## config.mk

```make
export PLATFORM = sky130hd
export DESIGN_NAME = i2c_register_access_master_core
export DESIGN_NICKNAME = d
export VERILOG_FILES = /design/src/rtl/i2cram_pkg.sv /design/src/rtl/i2cram_seq.sv /design/src/rtl/i2c_register_access_master_core.sv
export SDC_FILE = /design/constraint.sdc
export NUM_CORES = 1
export LEC_CHECK = 0
export BUFFER_PORTS_ARGS = -buffer_cell sky130_fd_sc_hd__buf_4
export CELL_PAD_IN_SITES_DETAIL_PLACEMENT = 1
export CELL_PAD_IN_SITES_GLOBAL_PLACEMENT = 1
export CORE_MARGIN = 3
export CORE_UTILIZATION = 42
export DETAILED_ROUTE_END_ITERATION = 12
export PLACE_DENSITY = 0.87
export SYNTH_ARGS = -nofsm -noshare
export SYNTH_HDL_FRONTEND = slang
export SYNTH_HIERARCHICAL = 1
export SYNTH_SLANG_ARGS = --single-unit
export TNS_END_PERCENT = 30
```

## constraint.sdc

```tcl
create_clock -name clock -period 3.4 [get_ports clock]
set_input_delay 0.17 -clock clock [delete_from_list [all_inputs] [get_ports clock]]
set_output_delay 0.17 -clock clock [all_outputs]
set_load 0.1 [all_outputs]
```

## src/rtl/i2cram_pkg.sv

```systemverilog
package i2cram_pkg;

   // action codes carried on the request tuser
   localparam logic [1:0] ACT_TICK  = 2'd0;
   localparam logic [1:0] ACT_WRITE = 2'd1;
   localparam logic [1:0] ACT_READ  = 2'd2;

   // device address after reset (write form, read bit zero)
   localparam logic [7:0] DEV_ADDR_RESET = 8'd174;

   // request beat fields
   typedef struct packed {
      logic [1:0] action;
      logic [7:0] register_address;
      logic [7:0] write_data;
      logic       sda_in;
   } req_type;

   // result beat fields
   typedef struct packed {
      logic       scl_level;
      logic       sda_level;
      logic       busy_res;
      logic       done_res;
      logic       success;
      logic [7:0] read_byte;
   } rsp_type;

endpackage

```

## src/rtl/i2cram_seq.sv

```systemverilog
module i2cram_seq (
   input  logic               clock,
   input  logic               reset,
   input  logic               step_en,
   input  i2cram_pkg::req_type req,
   input  logic [7:0]         device_address,
   output i2cram_pkg::rsp_type rsp
);

   typedef enum logic [3:0] {
      ST_IDLE, ST_START, ST_ADDR_W, ST_ACK_ADDR_W, ST_REG, ST_ACK_REG,
      ST_DATA, ST_ACK_DATA, ST_RESTART, ST_ADDR_R, ST_ACK_ADDR_R, ST_RECV,
      ST_NACK, ST_STOP
   } stage_type;

   stage_type  stage_ff, stage_in, cur_stage;
   logic [2:0] bit_ff, bit_in, cur_bit;
   logic [1:0] sub_ff, sub_in, cur_sub;
   logic [7:0] shift_ff, shift_in, cur_shift;
   logic       is_read_ff, is_read_in;
   logic [7:0] reg_addr_ff, reg_addr_in;
   logic [7:0] wdata_ff, wdata_in;
   logic       scl_ff, scl_in;
   logic       sda_ff, sda_in;
   logic       start;
   logic       done;
   logic       ok;
   logic [7:0] rbyte;

   // pick up a new transaction only while idle
   always_comb begin
      start = (stage_ff == ST_IDLE) &&
              ((req.action == i2cram_pkg::ACT_WRITE) ||
               (req.action == i2cram_pkg::ACT_READ));
      cur_stage   = start ? ST_START : stage_ff;
      cur_sub     = start ? 2'd0 : sub_ff;
      cur_bit     = start ? 3'd0 : bit_ff;
      cur_shift   = start ? 8'd0 : shift_ff;
      reg_addr_in = start ? req.register_address : reg_addr_ff;
      wdata_in    = start ? req.write_data : wdata_ff;
      is_read_in  = start ? (req.action == i2cram_pkg::ACT_READ) : is_read_ff;
   end

   // advance one bus phase
   always_comb begin
      stage_in = cur_stage;
      sub_in   = cur_sub;
      bit_in   = cur_bit;
      shift_in = cur_shift;
      scl_in   = scl_ff;
      sda_in   = sda_ff;
      done     = 1'b0;
      ok       = 1'b0;
      rbyte    = 8'd0;
      unique case (cur_stage)
         ST_START, ST_RESTART: begin
            case (cur_sub)
               2'd0: begin
                  scl_in = 1'b1; sda_in = 1'b1; sub_in = 2'd1;
               end
               2'd1: begin
                  scl_in = 1'b1; sda_in = 1'b0; sub_in = 2'd2;
               end
               default: begin
                  scl_in = 1'b0; sda_in = 1'b0;
                  sub_in = 2'd0; bit_in = 3'd0;
                  if (cur_stage == ST_START) begin
                     stage_in = ST_ADDR_W;
                     shift_in = device_address;
                  end else begin
                     stage_in = ST_ADDR_R;
                     shift_in = device_address + 8'd1;
                  end
               end
            endcase
         end
         ST_ADDR_W, ST_REG, ST_DATA, ST_ADDR_R: begin
            sda_in = cur_shift[7];
            case (cur_sub)
               2'd0: begin
                  scl_in = 1'b0; sub_in = 2'd1;
               end
               2'd1: begin
                  scl_in = 1'b1; sub_in = 2'd2;
               end
               default: begin
                  scl_in   = 1'b0;
                  shift_in = {cur_shift[6:0], 1'b0};
                  sub_in   = 2'd0;
                  if (cur_bit == 3'd7) begin
                     bit_in = 3'd0;
                     case (cur_stage)
                        ST_ADDR_W: stage_in = ST_ACK_ADDR_W;
                        ST_REG:    stage_in = ST_ACK_REG;
                        ST_DATA:   stage_in = ST_ACK_DATA;
                        default:   stage_in = ST_ACK_ADDR_R;
                     endcase
                  end else begin
                     bit_in = cur_bit + 3'd1;
                  end
               end
            endcase
         end
         ST_ACK_ADDR_W, ST_ACK_REG, ST_ACK_DATA, ST_ACK_ADDR_R: begin
            sda_in = 1'b1;
            case (cur_sub)
               2'd0: begin
                  scl_in = 1'b0; sub_in = 2'd1;
               end
               2'd1: begin
                  scl_in = 1'b1; sub_in = 2'd2;
               end
               default: begin
                  scl_in   = 1'b0;
                  sub_in   = 2'd0;
                  bit_in   = 3'd0;
                  shift_in = 8'd0;
                  if (req.sda_in) begin
                     // device did not acknowledge: fail, no stop
                     done     = 1'b1;
                     stage_in = ST_IDLE;
                  end else begin
                     case (cur_stage)
                        ST_ACK_ADDR_W: begin
                           stage_in = ST_REG;
                           shift_in = reg_addr_in;
                        end
                        ST_ACK_REG: begin
                           if (is_read_in) begin
                              stage_in = ST_RESTART;
                           end else begin
                              stage_in = ST_DATA;
                              shift_in = wdata_in;
                           end
                        end
                        ST_ACK_DATA: stage_in = ST_STOP;
                        default:     stage_in = ST_RECV;
                     endcase
                  end
               end
            endcase
         end
         ST_RECV: begin
            sda_in = 1'b1;
            if (cur_sub == 2'd0) begin
               scl_in = 1'b1; sub_in = 2'd1;
            end else begin
               scl_in   = 1'b0;
               shift_in = {cur_shift[6:0], req.sda_in};
               sub_in   = 2'd0;
               if (cur_bit == 3'd7) begin
                  bit_in   = 3'd0;
                  stage_in = ST_NACK;
               end else begin
                  bit_in = cur_bit + 3'd1;
               end
            end
         end
         ST_NACK: begin
            sda_in = 1'b1;
            case (cur_sub)
               2'd0: begin
                  scl_in = 1'b0; sub_in = 2'd1;
               end
               2'd1: begin
                  scl_in = 1'b1; sub_in = 2'd2;
               end
               default: begin
                  scl_in   = 1'b0;
                  stage_in = ST_STOP;
                  sub_in   = 2'd0;
                  bit_in   = 3'd0;
               end
            endcase
         end
         ST_STOP: begin
            scl_in = 1'b1;
            if (cur_sub == 2'd0) begin
               sda_in = 1'b0; sub_in = 2'd1;
            end else begin
               sda_in   = 1'b1;
               done     = 1'b1;
               ok       = 1'b1;
               rbyte    = is_read_in ? cur_shift : 8'd0;
               stage_in = ST_IDLE;
               sub_in   = 2'd0;
               bit_in   = 3'd0;
            end
         end
         default: begin
            stage_in = ST_IDLE;
            sub_in   = 2'd0;
            bit_in   = 3'd0;
         end
      endcase
   end

   // result of this beat, before registering
   always_comb begin
      rsp.scl_level = scl_in;
      rsp.sda_level = sda_in;
      rsp.busy_res  = (stage_in != ST_IDLE);
      rsp.done_res  = done;
      rsp.success   = ok;
      rsp.read_byte = rbyte;
   end

   // hold sequencer state; advance on each accepted beat
   always_ff @(posedge clock) begin
      if (reset) begin
         stage_ff    <= ST_IDLE;
         sub_ff      <= 2'd0;
         bit_ff      <= 3'd0;
         shift_ff    <= 8'd0;
         is_read_ff  <= 1'b0;
         reg_addr_ff <= 8'd0;
         wdata_ff    <= 8'd0;
         scl_ff      <= 1'b1;
         sda_ff      <= 1'b1;
      end else if (step_en) begin
         stage_ff    <= stage_in;
         sub_ff      <= sub_in;
         bit_ff      <= bit_in;
         shift_ff    <= shift_in;
         is_read_ff  <= is_read_in;
         reg_addr_ff <= reg_addr_in;
         wdata_ff    <= wdata_in;
         scl_ff      <= scl_in;
         sda_ff      <= sda_in;
      end
   end

endmodule

```

## src/rtl/i2c_register_access_master_core.sv

```systemverilog
// Channel | Dir | Signals               | Beat contents
// req     | in  | req_tvalid/tready     | tuser[1:0] action; tdata register/data/sda_in
// rsp     | out | rsp_tvalid/tready     | tdata line levels, status, read byte
// csr     | in  | csr_wr_en, csr_wr_data| device address (write form)
//
// One request beat is one bus phase; a beat is accepted every cycle while the
// result register is empty or being drained, so the rate is one beat per cycle.
// Each result is held in the result register and shows in the cycle after its
// request is accepted. Synchronous reset returns the sequencer to idle with both
// lines released and the result register empty. A stalled rsp side holds its
// beat and stops request acceptance until it is taken.
module i2c_register_access_master_core (
   input  logic        clock,
   input  logic        reset,
   input  logic        req_tvalid,
   output logic        req_tready,
   input  logic [23:0] req_tdata,   // [7:0] register_address, [15:8] write_data,
                                    // [16] sda_in, [23:17] zero
   input  logic [1:0]  req_tuser,   // [1:0] action
   output logic        rsp_tvalid,
   input  logic        rsp_tready,
   output logic [15:0] rsp_tdata,   // [0] scl_level, [1] sda_level, [2] busy_res,
                                    // [3] done_res, [4] success, [12:5] read_byte,
                                    // [15:13] zero
   input  logic        csr_wr_en,
   input  logic [7:0]  csr_wr_data
);

   i2cram_pkg::req_type req;
   i2cram_pkg::rsp_type rsp_next;
   i2cram_pkg::rsp_type rsp_ff;
   logic                rsp_valid_ff;
   logic [7:0]          dev_addr_ff;
   logic                accept;

   // unpack the request beat
   always_comb begin
      req.action           = req_tuser;
      req.register_address = req_tdata[7:0];
      req.write_data       = req_tdata[15:8];
      req.sda_in           = req_tdata[16];
   end

   assign req_tready = !rsp_valid_ff || rsp_tready;
   assign accept     = req_tvalid && req_tready;

   // hold the device address register
   always_ff @(posedge clock) begin
      if (reset) begin
         dev_addr_ff <= i2cram_pkg::DEV_ADDR_RESET;
      end else if (csr_wr_en) begin
         dev_addr_ff <= csr_wr_data;
      end
   end

   i2cram_seq u_seq (
      .clock          (clock),
      .reset          (reset),
      .step_en        (accept),
      .req            (req),
      .device_address (dev_addr_ff),
      .rsp            (rsp_next)
   );

   // result valid flag
   always_ff @(posedge clock) begin
      if (reset) begin
         rsp_valid_ff <= 1'b0;
      end else if (accept) begin
         rsp_valid_ff <= 1'b1;
      end else if (rsp_tready) begin
         rsp_valid_ff <= 1'b0;
      end
   end

   // result payload
   always_ff @(posedge clock) begin
      if (accept) begin
         rsp_ff <= rsp_next;
      end
   end

   assign rsp_tvalid = rsp_valid_ff;
   assign rsp_tdata  = {3'b000, rsp_ff.read_byte, rsp_ff.success, rsp_ff.done_res,
                        rsp_ff.busy_res, rsp_ff.sda_level, rsp_ff.scl_level};

   // a finished transaction is never still busy
   a_done_not_busy: assert property (@(posedge clock) disable iff (reset)
      rsp_valid_ff && rsp_ff.done_res |-> !rsp_ff.busy_res)
      else $error("done reported while busy");

   // success only comes with done
   a_success_done: assert property (@(posedge clock) disable iff (reset)
      rsp_valid_ff && rsp_ff.success |-> rsp_ff.done_res)
      else $error("success without done");

   // a received byte only shows on a successful finish
   a_rbyte_ok: assert property (@(posedge clock) disable iff (reset)
      rsp_valid_ff && (rsp_ff.read_byte != 8'd0) |-> rsp_ff.success)
      else $error("read byte outside successful done");

   // no result right after reset
   a_reset_empty: assert property (@(posedge clock)
      $past(reset) |-> !rsp_valid_ff)
      else $error("result valid after reset");

endmodule

```

==> results.yml, run 1 <==
drt:
  route.detailed.drc: 0
  routed_via_density: 6.17
  routed_wl_um: 11100
  vias: 3528
  drt-initial-drc-count: 325
  ant_nets: 0
  drt_first_pass_iters: 5
  avgRoutedWirePerCell_um: 19.4
die:
  dieArea_um2: 9560
  rows: 32
  die_height_um: 97.8
  initial_utilization_pct: 44.4
  core_um2: 7970
  io_pins: 57
  die_width_um: 97.8
cts:
  post-cts-setup-buffers: 0
  cts-buffers-inserted: 9
  clockBufferDepth: 2
  hold_buffers: 0
  cts_resized: 0
  path_clk_slew_ps: 70
  clock-root-buffer: "clkbuf_8"
  insertion_delay_ps: 360
  clkSinkCount: 58
  htreeDepth: 3
  cts_tree: "built"
yosys:
  synth_common_cells: "nand2_1 (62), dfxtp_1 (45), a21oi_1 (41)"
  synth_edf_count: 13
  yosysTopAreaCell: "dfxtp_1"
  yosys_warnings: 6
  async_flop_share_pct: 0
  ys_seq_area_share_pct: 36.5
  syn-cell-area_um2: 3540
  synth_area_leaders: "dfxtp_1 (25%), edfxtp_1 (11%), nand2_1 (6.6%)"
  synth_cell_types: 69
  synth_most_common_cell: "nand2_1"
  synth_top_area_share_pct: 25.5
  yosys_most_used_dff: "dfxtp_1"
  ys_seq_elements: 58
  syn_avg_cell_area_um2: 8.19
  syn_inst: 432
placement:
  dpl.hpwl_um: 7850
  dp.cells: 556
  place.gp.congestion: 0.956
  pre_cts_slack_ps: 674
  portBuffers: 46
setup_path:
  cp_cell_sequence: "nor4_4, nand2_1, buf_4, and2_1, ha_1, nand2b_1, nor3_1, a2111oi_1, o2111ai_1"
  crit_slowest_cell: "a2111oi_1"
  worstPathRequired_ps: 3480
  cp_max_fo: 15
  worstSetupPathType: "reg2reg"
  cp-end-kind: "register"
  max_stage_delay_ps: 550
  cp.arrival_ps: 2860
  startpoint_type: "register"
sta:
  finalHoldViolCount: 0
  fin_crit_ps: 2780
  finalMaxSlewViolations: 0
  clock_skew_ps: 10.1
  setup_viol: 0
  fin_ws_ps: 625
  fmax_ghz: 0.360
  fin_crit_sh_pct: 81.6
  finalSetupTns_ps: 0
  worstMarginPinSlew_ps: 764
  rsz0062_at_grt: "false"
  slew_headroom_pct: 48.7
  hold_ws_ps: 22.3
status:
  outcome: "completed"
power:
  p_leak_nw: 1.54
  p_per_area_nw_per_um2: 459
  peakVddDrop_mv: 0.268
grt:
  grt_pass1_vias: 3446
  grt_pass1_wl_um: 17800
  globalRouteTotalUtil_pct: 23.0
  grt.overflow.total: 0
  grt_antenna_before_repair: 0
  grt_max_degree: 47
layout:
  finalNetCount: 508
  finalNonFillerCells: 572
  fin_util_pct: 51.3
  drive_gt1_share_pct: 20.4
  diodes: 0
  syn_to_final_growth_pct: 15.5
job:
  maxCapViolCount: 0
min_path:
  min_path_type: "in2reg"
==> state kept, by name (all words and copies together), names as in the netlist, 2 cells and up <==
name               cells
dev_addr_ff            8
u_seq/sub_ff           2
u_seq/reg_addr_ff      8
rsp_tdata             13
u_seq/shift_ff         8
u_seq/wdata_ff         8
u_seq/bit_ff           3
u_seq/stage_ff         4
==> stage by stage <==
stage          instance area, um^2  power [mW]
6_report                      4090        1.88
5_1_grt                       4090        1.96
4_1_cts                       4090        1.88
3_5_place_dp                  3910        1.29
3_3_place_gp                  3910        1.28
2_1_floorplan                 3550        1.17
==> path summary, 6_finish.rpt <==
| path | start | end | slack (ps) | depth (start not counted) |
|---|---|---|---|---|
| worst min register to register | u_seq/wdata_ff[2] | u_seq/wdata_ff[2] | 460 | 2 |
| worst max-delay path | u_seq/stage_ff[3] | rsp_tdata[2] | 620 | 9 |
| worst min-delay path | csr_wr_data[2] | dev_addr_ff[2] | 20 | 2 |
| worst max register to register | u_seq/stage_ff[3] | rsp_tdata[2] | 620 | 9 |
==> layout make-up <==
class / count / area, um^2
tap: 102 / 128
sequential: 58 / 1290
timing repair buffer: 56 / 420
inverter: 8 / 30.0
fill: 989 / 3880
clock buffer: 13 / 159
multi-input combinational: 332 / 2040
clock inverter: 3 / 15.0
==> critical path, delay by kind of cell (launching register included) <==
kind                     cells  cell delay [ps]
AND/OR/NAND/NOR              5              950
flip-flops                   1              340
buffers and inverters        1              230
AO/OA/AOI/OAI                2              710
adder cells (fa/ha/maj)      1              280
==> where the power goes <==
| part | leakage, nW | switching, mW | total (mW) | internal [mW] |
|---|---|---|---|---|
| combinational | 0.950 | 0.345 | 0.508 | 0.163 |
| sequential | 0.498 | 0.0346 | 0.781 | 0.747 |
| clock | 0.0932 | 0.286 | 0.587 | 0.301 |
==> logic make-up (layout without fill, tap and decap cells) <==
family / after synthesis / after routing / synth area share [%]
other cells: 1 / 3 / 0.106
compound gates: 137 / 137 / 27.2
fa+ha+maj: 4 / 4 / 1.41
simple gates: 172 / 172 / 24.5
mux: 8 / 8 / 2.33
flops: 58 / 58 / 36.5
buf+inv: 44 / 80 / 6.01
xor+xnor: 8 / 8 / 1.98
==> per-layer routing <==
layer / track usage, % / share of wire (%) / vias up
li1: - / - / 1652
met1: 30.5 / 44 / 1715
met2: 36.8 / 47 / 138
met3: 4.64 / 6.9 / 23
met4: 9.48 / 2.0 / 0
met5: 0 / 0 / -
==> cells in the final DEF (no fill, tap or decap), types with 3 or more instances in the layout <==
master and n:
xnor2_1 3, o211ai_1 6, a211oi_1 7, and2_1 6
o2111ai_1 6, clkbuf_8 11, a21oi_1 41, a211o_2 3
a221oi_1 4, dfxtp_1 45, a211o_1 6, and3_1 11
conb_1 3, a31oi_1 7, nand4_1 3, nor2_1 30
nand2b_1 9, nand2_1 62, nand3_1 10, nor2_2 3
a221o_1 3, or2_2 4, mux2i_1 6, inv_1 7
ha_1 4, o32ai_1 4, buf_4 56, clkinv_2 3
edfxtp_1 13, nor2b_1 8, o21ai_0 12, a22oi_1 9
nor3_1 11, xor2_1 5
(Power assumes the default switching activity.)
==> run 2: changes to the inputs <==
--- a/config.mk
+++ b/config.mk
@@ -9,9 +9,9 @@
 export CELL_PAD_IN_SITES_DETAIL_PLACEMENT = 1
 export CELL_PAD_IN_SITES_GLOBAL_PLACEMENT = 1
 export CORE_MARGIN = 3
-export CORE_UTILIZATION = 42
+export CORE_UTILIZATION = 38
 export DETAILED_ROUTE_END_ITERATION = 12
-export PLACE_DENSITY = 0.87
+export PLACE_DENSITY = 0.83
 export SYNTH_ARGS = -nofsm -noshare
 export SYNTH_HDL_FRONTEND = slang
 export SYNTH_HIERARCHICAL = 1
==> constraint.sdc (replaced) <==
create_clock -name clock -period 2.4 [get_ports clock]
set_input_delay 0.12 -clock clock [delete_from_list [all_inputs] [get_ports clock]]
set_output_delay 0.12 -clock clock [all_outputs]
set_load 0.1 [all_outputs]
==> results.yml, run 2 (synthesis results as in run 1) <==
cts:
  insertion_delay_ps: 350
  htreeDepth: 3
  post-cts-setup-buffers: 0
  clockBufferDepth: 2
  clkSinkCount: 58
  path_clk_slew_ps: 70
  clock-root-buffer: "clkbuf_8"
  cts_tree: "built"
  cts-buffers-inserted: 9
die:
  die_width_um: 102
  core_um2: 8890
  die_height_um: 102
  io_pins: 57
  initial_utilization_pct: 39.8
  dieArea_um2: 10500
  rows: 34
setup_path:
  r2r-end: "rsp_tdata[2]"
  cp_cell_sequence: "buf_4, nand2b_1, nor2_1, a211o_1, a21o_1, a2111oi_2, o2111ai_1"
  cp_max_fo: 20
  cp-endpoint: "rsp_tdata[2]"
  reg2reg_depth: 7
  regToRegStartpoint: "u_seq/stage_ff[3]"
  cp-end-kind: "register"
  path_depth: 7
  r2r_slack_ps: 90
  crit_slowest_cell: "a2111oi_2"
  crit_family: "compound AO/OA/AOI/OAI gates"
  max_stage_delay_ps: 400
  critPathLaunch: "u_seq/stage_ff[3]"
  startpoint_type: "register"
  worstPathRequired_ps: 2470
  critPathBufInv: 1
  worstSetupPathType: "reg2reg"
  cp.arrival_ps: 2380
layout:
  drive_gt1_share_pct: 24.7
  layout_common_cells: "buf_4 (72), nand2_1 (61), dfxtp_1 (44)"
  syn_to_final_growth_pct: 24.1
  largest_reg_flops: 13
  final_common_cell: "buf_4"
  diodes: 0
  finalNetCount: 532
  finalNonFillerCells: 602
sta:
  setup_viol: 0
  fin_ws_ps: 90.8
  rsz0062_at_grt: "true"
  fin_crit_ps: 2310
  finalHoldViolCount: 0
  clock_skew_ps: 7.73
  slew_headroom_pct: 63.3
  fin_crit_sh_pct: 96.2
  worstMarginPinSlew_ps: 545
  fmax_ghz: 0.433
  finalMaxSlewViolations: 0
drt:
  avgRoutedWirePerCell_um: 19.4
  routed_via_density: 6.02
  drt_first_pass_iters: 5
  route.detailed.drc: 0
  drt-initial-drc-count: 293
  vias: 3624
  ant_nets: 0
  routed_wl_um: 11700
power:
  p_int_mw: 1.86
  power_frac_comb_pct: 27.8
  switchingPower_mw: 0.988
  sw_frac_of_total_pct: 34.7
  seq_power_share_pct: 38.6
  power_mw: 2.85
  pwr-share-clk_pct: 33.5
  p_per_area_nw_per_um2: 648
  p_leak_nw: 1.67
  peakVddDrop_mv: 0.261
placement:
  pre_cts_slack_ps: 60.6
  dp.cells: 579
  dpl.hpwl_um: 8270
  portBuffers: 46
  place.gp.congestion: 0.986
grt:
  globalRouteTotalUtil_pct: 23.1
  grt_antenna_before_repair: 0
  busiest_layer: "met2"
  grt_max_degree: 47
  grtUsageMet1_pct: 29.9
  grt_pass1_vias: 3668
  grt.overflow.total: 0
  grt_pass1_wl_um: 18800
  met3_usage_pct: 4.47
  grt_util_met2_pct: 37.6
status:
  outcome: "completed"
job:
  maxCapViolCount: 0
min_path:
  min_path_type: "in2reg"
-- run 2: layout make-up --
type / instances / area [um^2]
multi-input cells: 332 / 2090
clock buffers: 13 / 191
repair buffers: 80 / 631
well taps: 108 / 135
flip-flops and latches: 58 / 1290
inverters: 8 / 30.0
fillers: 1062 / 4500
clock inverters: 3 / 17.5
-- run 2: how the worst min path moves through the flow --
stage | startpoint | end | slack, ps | cells past startpoint
floorplan | req_tvalid | rsp_tvalid | 240 | 2
global placement | csr_wr_data[3] | dev_addr_ff[3] | 330 | 2
detailed placement | csr_wr_data[3] | dev_addr_ff[3] | 330 | 2
CTS | req_tdata[12] | u_seq/wdata_ff[4] | 3 | 3
global route | req_tdata[2] | u_seq/reg_addr_ff[2] | 10 | 3
finish | req_tdata[12] | u_seq/wdata_ff[4] | 9 | 3
-- run 2: tightest hold or removal path, cell delays in order --
cell	delay (ps)
buf_4	110
nand2_1	40
a21oi_1	50
-- run 2: metrics by stage --
stage                     TNS, ps  cell area [um^2]  hold WS [ps]  utilization [%]
after floorplan             -39.3              3600           239                -
after global placement          0              4100           328             46.1
after detailed placement        0              4100           330             46.1
after CTS                       0              4380          2.91             49.3
after global routing        -62.0              4390          12.1             49.4
final                           0              4390          8.85             49.4
-- run 2: layer usage --
metal	wire length, um	vias to the layer above
met5	0	-
met4	321	0
met3	718	31
met2	5470	151
met1	5150	1746
li1	-	1696
-- run 2: timing repair --
action | in CTS | in global routing
endpoints found under the setup margin | 0 | 4
hold buffers | 7 | 0
resized for setup | 0 | 4
hold endpoints to repair | 7 | 0
-- run 2: power by group through the flow --
stage	Clock, mW	Combinational [mW]	Sequential [mW]
6_report	0.955	0.793	1.10
5_1_grt	1.00	0.850	1.11
4_1_cts	0.969	0.780	1.10
3_5_place_dp	0	0.765	1.12
3_3_place_gp	0	0.745	1.12
2_1_floorplan	0	0.443	1.22
==> run 3: changes to the inputs <==
--- a/config.mk
+++ b/config.mk
@@ -8,10 +8,10 @@
 export BUFFER_PORTS_ARGS = -buffer_cell sky130_fd_sc_hd__buf_4
 export CELL_PAD_IN_SITES_DETAIL_PLACEMENT = 1
 export CELL_PAD_IN_SITES_GLOBAL_PLACEMENT = 1
-export CORE_MARGIN = 3
+export CORE_MARGIN = 2
 export CORE_UTILIZATION = 38
 export DETAILED_ROUTE_END_ITERATION = 12
-export PLACE_DENSITY = 0.83
+export PLACE_DENSITY_LB_ADDON = 0.15
 export SYNTH_ARGS = -nofsm -noshare
 export SYNTH_HDL_FRONTEND = slang
 export SYNTH_HIERARCHICAL = 1
==> results.yml, run 3 (synthesis results as in run 1) <==
drt:
  routed_via_density: 5.91
  route.detailed.drc: 0
  vias: 3564
  drt_first_pass_iters: 6
  routed_wl_um: 11600
  ant_nets: 0
  drt-initial-drc-count: 235
  avgRoutedWirePerCell_um: 19.2
setup_path:
  regToRegStartpoint: "u_seq/stage_ff[2]"
  r2r_slack_ps: 100
  reg2reg_depth: 7
  cp-end-kind: "register"
  startpoint_type: "register"
  max_stage_delay_ps: 460
  worstSetupPathType: "reg2reg"
  critPathBufInv: 2
  cp.arrival_ps: 2500
  r2r-end: "u_seq/shift_ff[0]"
  worstPathRequired_ps: 2610
  crit_family: "simple AND/OR/NAND/NOR gates"
  critPathMostFrequentCell: "buf_4"
  cp_max_fo: 13
  crit_slowest_cell: "a2111oi_0"
  cp_cell_sequence: "buf_4, or2_2, nor3_2, buf_4, xnor2_1, a221oi_1, a2111oi_0"
die:
  rows: 35
  dieArea_um2: 10100
  initial_utilization_pct: 38.7
  die_width_um: 100
  die_height_um: 100
  core_um2: 9150
  io_pins: 57
layout:
  multi_input_area_um2: 2090
  syn_to_final_growth_pct: 23.3
  fin_area_um2: 4360
  fill_cells: 1112
  drive_gt1_share_pct: 25.6
  diodes: 0
  layout_common_cells: "buf_4 (72), nand2_1 (61), dfxtp_1 (43)"
  final_common_cell: "buf_4"
  largest_reg_flops: 13
  finalNetCount: 530
  seqCellArea_um2: 1300
cts:
  htreeDepth: 3
  cts_tree: "built"
  clockBufferDepth: 2
  path_clk_slew_ps: 80
  clock-root-buffer: "clkbuf_8"
  cts-buffers-inserted: 9
  insertion_delay_ps: 350
  clkSinkCount: 58
  post-cts-setup-buffers: 0
sta:
  finalHoldViolCount: 0
  fin_crit_ps: 2300
  slew_headroom_pct: 61.1
  finalSetupTns_ps: 0
  hold_ws_ps: 4.71
  fin_ws_ps: 103
  fin_crit_sh_pct: 95.7
  clock_skew_ps: 7.64
  setup_viol: 0
  worstMarginPinSlew_ps: 578
  finalMaxSlewViolations: 0
  fmax_ghz: 0.435
grt:
  globalRouteTotalUtil_pct: 23.7
  grt_max_degree: 47
  grt_pass1_wl_um: 18600
  grt.overflow.total: 0
  grt_antenna_before_repair: 0
  grt_pass1_vias: 3547
power:
  power_mw: 2.79
  p_leak_nw: 1.66
  p_per_area_nw_per_um2: 640
  peakVddDrop_mv: 0.278
placement:
  portBuffers: 46
  pre_cts_slack_ps: 53.5
  dpl_cell_area_um2: 4110
  dpl.hpwl_um: 8200
  place.gp.congestion: 0.900
job:
  maxCapViolCount: 0
status:
  outcome: "completed"
min_path:
  hold_end: "rsp_tvalid"
  worstHoldPathCells: 3
  min_path_type: "in2reg"
  min_from: "req_tvalid"
run 3: through the flow:
step,std cells,utilization [%]
floorplan,434,-
global placement,582,44.9
detailed placement,582,44.9
CTS,603,47.5
global route,603,47.7
finish,603,47.7
run 3: worst min-delay path, stage by stage:
cell	delay [ps]
buf_4	110
inv_1	40
a21oi_1	50
run 3: power breakdown:
part / leakage, nW / internal (mW) / switching [mW]
clock: 0.0980 / 0.444 / 0.462
combinational: 1.06 / 0.273 / 0.508
sequential: 0.499 / 1.06 / 0.0481
run 3: timing repair:
action / in CTS / in global routing
gates resized for setup: 0 / 4
endpoints found under the setup margin: 0 / 20
hold endpoints to repair: 5 / 0
hold buffers: 5 / 0
run 3: area by class of cell:
class                           count  share of cell area [%]
Inverter                            8                   0.688
Multi-Input combinational cell    332                    47.9
Timing Repair Buffer               78                    14.0
Clock buffer                       10                    3.41
Clock inverter                      6                    1.09
Sequential cell                    58                    29.7
Tap cell                          111                    3.18
run 3: how the worst max path moves through the flow:
stage                                  from           endpoint  slack [ps]  cells past startpoint
after floorplan           u_seq/stage_ff[2]  u_seq/stage_ff[0]         -30                     11
after global placement    u_seq/stage_ff[3]  u_seq/shift_ff[2]          70                      7
after detailed placement  u_seq/stage_ff[3]  u_seq/shift_ff[2]          50                      7
after CTS                 u_seq/stage_ff[3]  u_seq/shift_ff[2]          10                      7
after global routing      u_seq/stage_ff[0]       rsp_tdata[2]        -0.3                     10
final                     u_seq/stage_ff[2]  u_seq/shift_ff[0]         100                      7
run 3: metal layers:
| metal | GRT usage (%) | up-vias | part of all wire [%] |
|---|---|---|---|
| li1 | - | 1701 | - |
| met2 | 38.6 | 138 | 46 |
| met1 | 32.4 | 1700 | 47 |
| met3 | 3.47 | 25 | 5.3 |
| met5 | 0 | - | 0 |
| met4 | 7.90 | 0 | 1.8 |
